[src/hw/rtl/fust_pkg.sv]
package fust_pkg;

    // alphabet size and derived widths
    localparam int SYMBOL_COUNT = 256;
    localparam int SYM_W        = 8;
    localparam int IDX_W        = $clog2(SYMBOL_COUNT);
    localparam int PTR_W        = IDX_W + 1;
    localparam int CNT_W        = 2;

    // saturating occurrence count codes
    localparam logic [CNT_W-1:0] CNT_NONE = 2'd0;
    localparam logic [CNT_W-1:0] CNT_ONCE = 2'd1;
    localparam logic [CNT_W-1:0] CNT_MANY = 2'd2;

    // controller to datapath commands
    typedef struct packed {
        logic load;      // capture request, clear stream if flagged
        logic update;    // count the symbol, enqueue on first sight
        logic head_rd;   // read queue entry at head
        logic cnt_rd;    // read count of the head symbol
        logic pop;       // drop the head entry
        logic finish;    // load the result registers
    } fust_cmd_t;

    // datapath to controller status
    typedef struct packed {
        logic queue_empty;
        logic head_repeated;
    } fust_status_t;

endpackage

[src/hw/rtl/fust_ctrl.sv]
module fust_ctrl (
    input  logic                  clk,
    input  logic                  rst_n,
    input  logic                  sym_valid,
    output logic                  sym_stall,
    output logic                  res_valid,
    input  logic                  res_stall,
    input  fust_pkg::fust_status_t status,
    output fust_pkg::fust_cmd_t   cmd
);

    localparam logic [2:0] ST_IDLE    = 3'd0;
    localparam logic [2:0] ST_COUNT   = 3'd1;
    localparam logic [2:0] ST_HEAD_RD = 3'd2;
    localparam logic [2:0] ST_CNT_RD  = 3'd3;
    localparam logic [2:0] ST_CHECK   = 3'd4;
    localparam logic [2:0] ST_DONE    = 3'd5;

    logic [2:0] state_reg;
    logic [2:0] state_next;
    logic       res_valid_reg;
    logic       res_valid_next;
    logic       out_free;

    assign sym_stall = (state_reg != ST_IDLE);
    assign res_valid = res_valid_reg;
    assign out_free  = !res_valid_reg || !res_stall;

    always_comb
    begin
        state_next     = state_reg;
        res_valid_next = res_valid_reg && res_stall;
        cmd            = '0;
        unique case (state_reg)
            ST_IDLE:
            begin
                if (sym_valid)
                begin
                    cmd.load   = 1'b1;
                    state_next = ST_COUNT;
                end
            end
            ST_COUNT:
            begin
                cmd.update = 1'b1;
                state_next = ST_HEAD_RD;
            end
            ST_HEAD_RD:
            begin
                if (status.queue_empty)
                begin
                    state_next = ST_DONE;
                end
                else
                begin
                    cmd.head_rd = 1'b1;
                    state_next  = ST_CNT_RD;
                end
            end
            ST_CNT_RD:
            begin
                cmd.cnt_rd = 1'b1;
                state_next = ST_CHECK;
            end
            ST_CHECK:
            begin
                if (status.head_repeated)
                begin
                    cmd.pop    = 1'b1;
                    state_next = ST_HEAD_RD;
                end
                else
                begin
                    state_next = ST_DONE;
                end
            end
            ST_DONE:
            begin
                if (out_free)
                begin
                    cmd.finish     = 1'b1;
                    res_valid_next = 1'b1;
                    state_next     = ST_IDLE;
                end
            end
            default:
            begin
                state_next = ST_IDLE;
            end
        endcase
    end

    always_ff @(posedge clk or negedge rst_n)
    begin
        if (!rst_n)
        begin
            state_reg     <= ST_IDLE;
            res_valid_reg <= 1'b0;
        end
        else
        begin
            state_reg     <= state_next;
            res_valid_reg <= res_valid_next;
        end
    end

endmodule

[src/hw/rtl/fust_dp.sv]
module fust_dp (
    input  logic                             clk,
    input  logic                             rst_n,
    input  logic [fust_pkg::SYM_W-1:0]       symbol,
    input  logic                             start_of_stream,
    input  fust_pkg::fust_cmd_t              cmd,
    output fust_pkg::fust_status_t           status,
    output logic                             found,
    output logic [fust_pkg::SYM_W-1:0]       first_unique
);

    // count store and order queue
    logic [fust_pkg::CNT_W-1:0] cnt_mem [fust_pkg::SYMBOL_COUNT];
    logic [fust_pkg::SYM_W-1:0] queue_mem [fust_pkg::SYMBOL_COUNT];

    logic [fust_pkg::SYMBOL_COUNT-1:0] seen_valid_reg;
    logic [fust_pkg::SYM_W-1:0]        sym_reg;
    logic [fust_pkg::PTR_W-1:0]        head_reg;
    logic [fust_pkg::PTR_W-1:0]        tail_reg;
    logic [fust_pkg::CNT_W-1:0]        cnt_rdata_reg;
    logic [fust_pkg::IDX_W-1:0]        cnt_idx_reg;
    logic [fust_pkg::SYM_W-1:0]        q_rdata_reg;
    logic                              found_reg;
    logic [fust_pkg::SYM_W-1:0]        first_unique_reg;

    logic                              cnt_rd_en;
    logic [fust_pkg::IDX_W-1:0]        cnt_raddr;
    logic [fust_pkg::CNT_W-1:0]        count_cur;
    logic [fust_pkg::IDX_W-1:0]        sym_idx;
    logic                              in_range;
    logic                              first_sight;
    logic                              queue_full;

    assign sym_idx     = sym_reg[fust_pkg::IDX_W-1:0];
    assign in_range    = {1'b0, sym_reg} < fust_pkg::PTR_W'(fust_pkg::SYMBOL_COUNT);
    assign count_cur   = seen_valid_reg[cnt_idx_reg] ? cnt_rdata_reg : fust_pkg::CNT_NONE;
    assign first_sight = (count_cur == fust_pkg::CNT_NONE);
    assign queue_full  = (tail_reg == fust_pkg::PTR_W'(fust_pkg::SYMBOL_COUNT));

    assign cnt_rd_en = cmd.load || cmd.cnt_rd;
    assign cnt_raddr = cmd.load ? symbol[fust_pkg::IDX_W-1:0]
                                : q_rdata_reg[fust_pkg::IDX_W-1:0];

    assign status.queue_empty   = (head_reg == tail_reg);
    assign status.head_repeated = (count_cur == fust_pkg::CNT_MANY);

    assign found        = found_reg;
    assign first_unique = first_unique_reg;

    // count store: one read, one write
    always_ff @(posedge clk)
    begin
        if (cnt_rd_en)
        begin
            cnt_rdata_reg <= cnt_mem[cnt_raddr];
            cnt_idx_reg   <= cnt_raddr;
        end
        if (cmd.update && in_range)
        begin
            cnt_mem[sym_idx] <= first_sight ? fust_pkg::CNT_ONCE : fust_pkg::CNT_MANY;
        end
    end

    // order queue: one read, one write
    always_ff @(posedge clk)
    begin
        if (cmd.head_rd)
        begin
            q_rdata_reg <= queue_mem[head_reg[fust_pkg::IDX_W-1:0]];
        end
        if (cmd.update && in_range && first_sight && !queue_full)
        begin
            queue_mem[tail_reg[fust_pkg::IDX_W-1:0]] <= sym_reg;
        end
    end

    // payload registers
    always_ff @(posedge clk)
    begin
        if (cmd.load)
        begin
            sym_reg <= symbol;
        end
        if (cmd.finish)
        begin
            found_reg        <= !status.queue_empty;
            first_unique_reg <= status.queue_empty ? '0 : q_rdata_reg;
        end
    end

    // seen flags and queue pointers
    always_ff @(posedge clk or negedge rst_n)
    begin
        if (!rst_n)
        begin
            seen_valid_reg <= '0;
            head_reg       <= '0;
            tail_reg       <= '0;
        end
        else
        begin
            if (cmd.load && start_of_stream)
            begin
                seen_valid_reg <= '0;
                head_reg       <= '0;
                tail_reg       <= '0;
            end
            if (cmd.update && in_range)
            begin
                seen_valid_reg[sym_idx] <= 1'b1;
                if (first_sight && !queue_full)
                begin
                    tail_reg <= tail_reg + fust_pkg::PTR_W'(1);
                end
            end
            if (cmd.pop)
            begin
                head_reg <= head_reg + fust_pkg::PTR_W'(1);
            end
        end
    end

`ifndef NO_ASSERTIONS
    a_head_le_tail: assert property (@(posedge clk) disable iff (!rst_n)
        head_reg <= tail_reg)
        else $error("queue head passed tail");

    a_tail_bound: assert property (@(posedge clk) disable iff (!rst_n)
        tail_reg <= fust_pkg::PTR_W'(fust_pkg::SYMBOL_COUNT))
        else $error("queue tail beyond alphabet size");

    a_start_clears: assert property (@(posedge clk) disable iff (!rst_n)
        cmd.load && start_of_stream |=> (head_reg == '0) && (tail_reg == '0)
            && (seen_valid_reg == '0))
        else $error("start of stream did not clear state");

    a_pop_not_empty: assert property (@(posedge clk) disable iff (!rst_n)
        cmd.pop |-> !status.queue_empty)
        else $error("pop from empty queue");
`endif

endmodule

[src/hw/rtl/first_unique_symbol_tracker.sv]
// first unique symbol tracker: each request carries one byte symbol and a
// start_of_stream flag that clears all counts and the order queue before the
// symbol is taken; every request yields exactly one result giving the oldest
// symbol of the current stream that has occurred exactly once (found = 1) or
// found = 0 with first_unique = 0. one request is worked at a time and the
// input stalls until its result is loaded. after a request is accepted its
// symbol is counted, then each head check takes a registered queue read, a
// registered count read and the compare; repeated entries are dropped from
// the queue head until a unique one is found or the queue ends empty. the
// next request is taken once the result is loaded. dropped entries never
// return, so the entries dropped over a stream are at most the alphabet
// size. the result register frees the input side: the next request is
// accepted while a result still waits for the consumer; a second finished
// result waits in the sequencer until the first is taken. after reset the
// block is ready at once; no clearing pass is needed.
module first_unique_symbol_tracker (
    input  logic                          clk,
    input  logic                          rst_n,
    input  logic                          sym_valid,
    output logic                          sym_stall,
    input  logic [fust_pkg::SYM_W-1:0]    symbol,
    input  logic                          start_of_stream,
    output logic                          res_valid,
    input  logic                          res_stall,
    output logic                          found,
    output logic [fust_pkg::SYM_W-1:0]    first_unique
);

    // command and status between sequencer and datapath
    fust_pkg::fust_cmd_t    cmd;
    fust_pkg::fust_status_t status;

    // sequencer: accept, count, walk the queue head, hand off the result
    fust_ctrl u_ctrl (
        .clk       (clk),
        .rst_n     (rst_n),
        .sym_valid (sym_valid),
        .sym_stall (sym_stall),
        .res_valid (res_valid),
        .res_stall (res_stall),
        .status    (status),
        .cmd       (cmd)
    );

    // datapath: count store, order queue, pointers and result registers
    fust_dp u_dp (
        .clk             (clk),
        .rst_n           (rst_n),
        .symbol          (symbol),
        .start_of_stream (start_of_stream),
        .cmd             (cmd),
        .status          (status),
        .found           (found),
        .first_unique    (first_unique)
    );

endmodule
[config.mk]
export PLATFORM = sky130hd
export DESIGN_NAME = first_unique_symbol_tracker
export DESIGN_NICKNAME = d
export VERILOG_FILES = /design/src/hw/rtl/fust_pkg.sv /design/src/hw/rtl/fust_ctrl.sv /design/src/hw/rtl/fust_dp.sv /design/src/hw/rtl/first_unique_symbol_tracker.sv
export SDC_FILE = /design/constraint.sdc
export NUM_CORES = 2
export LEC_CHECK = 0
export BUFFER_PORTS_ARGS = -buffer_cell sky130_fd_sc_hd__buf_2
export CORE_MARGIN = 1.5
export CORE_UTILIZATION = 50
export DETAILED_ROUTE_END_ITERATION = 12
export GPL_TIMING_DRIVEN = 0
export PLACE_DENSITY = 0.65
export RECOVER_POWER = 50
export SYNTH_ARGS = -nofsm -noshare
export SYNTH_HDL_FRONTEND = slang
export SYNTH_SLANG_ARGS = --single-unit
[constraint.sdc]
create_clock -name clk -period 35.4 [get_ports clk]
set_input_delay 1.77 -clock clk [delete_from_list [all_inputs] [get_ports clk]]
set_output_delay 1.77 -clock clk [all_outputs]
set_load 0.02 [all_outputs]
==> results.toml <==
[global_routing]
use_met3_pct = 9.008
grt_pass1_vias = 64893
busiest_layer = "met2"
overflow = 0
use_met1_pct = 42.19
grtUsageTotal_pct = 32.33
grtUsageMet2_pct = 48.35
antenna_found_initial = 22
grt_pass1_wl_um = 512800
grt_max_degree = 147

[logic_synthesis]
ys_async_sr_fraction_pct = 9.676
synthDistinctLibCells = 72
ys_seq_area_share_pct = 74.50
yosysWarnings = 0
synth_cells = 6171
synthFlopType = "edfxtp_1"
ys_ff_latch = 2873
syn_nets = 6189
synth_area_um2 = 113900
synth-edff-count = 2595
syn-mean-instance-area_um2 = 18.46

[critical_path]
cpMostUsedCell = "clkbuf_1"
crit_fanout = 109
r2r-start = "u_dp.cnt_idx_reg[2]"
r2r-end = "u_dp.queue_mem[200][2]"
rr_worst_depth = 14
cp_num_cells = 2
cp_slowest_cell = "clkbuf_1"
crit_family = "buffers and inverters"
crit_start = "rst_n"
cpPeakStageDelay_ns = 4.77
crit_path_cell_trace = "clkbuf_1 > clkbuf_1"
crit_required_ns = 34.86
endpoint = "u_ctrl.state_reg[0]"
worstSetupStartpointType = "primary input"
rrSetupSlack_ns = 28.32
setup.worst_path.class = "primary input to async pin"
worstSetupEndpointType = "async pin"
crit_buf_inv = 2
crit_arrival_ns = 10.86

[clock_network]
ctsHoldBuffers = 0
cts_num_sinks = 2873
ctsResizeCount = 0
path_clk_slew_ns = 0.06
clockBufferDepth = 4
h-tree-depth = 5
root_buffer = "clkbuf_16"
tritoncts = "built"
cts_setup_buffers = 0
cts_made_buffers = 309
clock_latency_ns = 0.97

[timing]
setup_ws_ns = 24.00
period_minus_slack_ns = 11.40
slew_headroom_pct = -327.0
fin_skew_ns = 0.08062
rsz0062_at_grt = "no"
setup_tns_ns = 0
setup_violations = 0
timing.fmax_ghz = 0.08771
slew_violations = 568
final.period_utilization_pct = 32.21
worstMarginPinSlew_ns = 6.405
worst_hold_slack_ns = 0.4716
final_hold_viol_count = 0

[finish]
nets = 6669
final_cell_area_um2 = 128900
largest_reg_flops = 2048
final_util_pct = 56.84
area_delta_synth_final_pct = 13.17
drive_gt1_share_pct = 20.90

[floorplanning]
pin_count = 24
initial_core_util_pct = 50.22
rows = 175
die_x_um = 480.3
die_area_um2 = 230700
die_y_um = 480.3
core_area_um2 = 226800

[routing]
dr.pass1.iters = 9
drt_iter0_markers = 10741
drtAntennaViolNets = 0
viasPerCell = 6.761
drt-total-wl_um = 373800
dr_total_vias = 66863
wl_per_cell_um = 37.80
drc = 0

[power_and_ir_drop]
p_sw_mw = 3.648
pwr-share-seq_pct = 39.3
vdd_ir_drop_max_mv = 0.06813
intPower_mw = 6.730
swShare_pct = 35.15
leakage_nw = 42.78
pwr-share-comb_pct = 31.1
clkPwrFrac_pct = 29.5
p_per_area_nw_per_um2 = 80.49

[run_status]
status = "finished with violations"
violations = "max-capacitance violations, max-slew violations"

[worst_hold_path]
hp-class = "flop to flop"

[place]
pre_cts_slack_ns = 27.92
numPortBuffers = 23
routabilityCongestion = 0.9882
dpl_cell_area_um2 = 121300
place_hpwl_um = 258100

[flow_run]
cap_viol_max_count = 21
-- layout make-up --
type	instances	area [um2]
diodes	8	20.02
plain buffers	405	1780
clock buffers	397	8229
clock inverters	135	1114
fillers	17167	97900
inverters	18	76.32
multi-input cells	2875	28050
flip-flops and latches	2873	84880
well taps	3009	3765
repair buffers	169	1025
-- cell usage in the layout, fill, tap and decap left out, drive strengths merged, types with 9 or more instances in the layout --
cell type	count
a22o	20
clkinv	109
o221ai	59
nand2b	9
edfxtp	2595
nor3	265
buf	231
nand2	268
mux2i	271
a22oi	33
nor3b	9
and2	17
nand4	13
mux4	568
bufinv	17
a21o	256
a221oi	40
o21ai	123
clkbuf	740
inv	22
a221o	20
nor2	358
a2111oi	9
nor4	32
a211oi	9
nand3	53
a21oi	193
mux2	67
o22ai	80
dfrtp	278
nor2b	25
-- power by group through the flow --
stage,combinational (mW),sequential [mW],clock [mW]
final,3.23,4.08,3.07
after global routing,3.24,4.08,3.20
after detailed placement,3.20,4.14,0
after CTS,3.21,4.07,3.07
after floorplan,1.58,4.25,0
after global placement,2.90,4.39,0
-- how the worst min path moves through the flow --
stage	cells past startpoint	end	slack (ns)	from
5_1_grt	1	u_dp.seen_valid_reg[198]	0.48	u_dp.seen_valid_reg[198]
6_report	1	u_dp.seen_valid_reg[55]	0.47	u_dp.seen_valid_reg[55]
4_1_cts	1	u_dp.seen_valid_reg[55]	0.47	u_dp.seen_valid_reg[55]
3_3_place_gp	1	u_dp.seen_valid_reg[4]	0.45	u_dp.seen_valid_reg[4]
2_1_floorplan	1	u_dp.seen_valid_reg[151]	0.44	u_dp.seen_valid_reg[151]
3_5_place_dp	1	u_dp.seen_valid_reg[55]	0.46	u_dp.seen_valid_reg[55]
-- Yosys cell counts, types with 39 or more instances --
library cell	count	share of area, %
dfrtp_1	278	6.1
buf_1	55	0.18
o22ai_1	79	0.43
edfxtp_1	2595	68
nor3_1	263	1.2
nor2_1	358	1.2
mux2_2	66	0.65
nand3_1	53	0.23
nand2_1	268	0.88
buf_2	110	0.48
mux2i_1	270	2.4
a21o_1	256	1.7
o221ai_1	59	0.45
o21ai_0	121	0.53
mux4_2	568	11
clkbuf_1	222	0.73
a21oi_1	193	0.85
a221oi_1	39	0.30
-- through the flow --
step / power, mW / instances
final: 10.38 / 9889
after global routing: 10.52 / 9883
after CTS: 10.35 / 9869
after detailed placement: 7.344 / 9337
after global placement: 7.285 / 9203
after floorplan: 5.830 / 6171
-- cell families after synthesis --
| logic type | after synthesis | synth area share (%) |
|---|---|---|
| adder cells (fa/ha/maj) | 5 | 0.05491 |
| AND/OR/NAND/NOR | 1065 | 4.166 |
| buffers and inverters | 423 | 1.606 |
| AO/OA/AOI/OAI | 888 | 5.301 |
| multiplexers | 906 | 14.29 |
| flip-flops | 2873 | 74.50 |
| XOR/XNOR | 11 | 0.08456 |
-- routing by layer --
| metal | part of all wire (%) | routed length (um) | vias up |
|---|---|---|---|
| met3 | 12 | 46000 | 1096 |
| li1 | - | - | 26010 |
| met4 | 7.4 | 27710 | 12 |
| met5 | 0.023 | 86 | - |
| met2 | 45 | 167000 | 5020 |
| met1 | 36 | 133000 | 34725 |
Note: power is estimated with default switching activity, not from simulation.
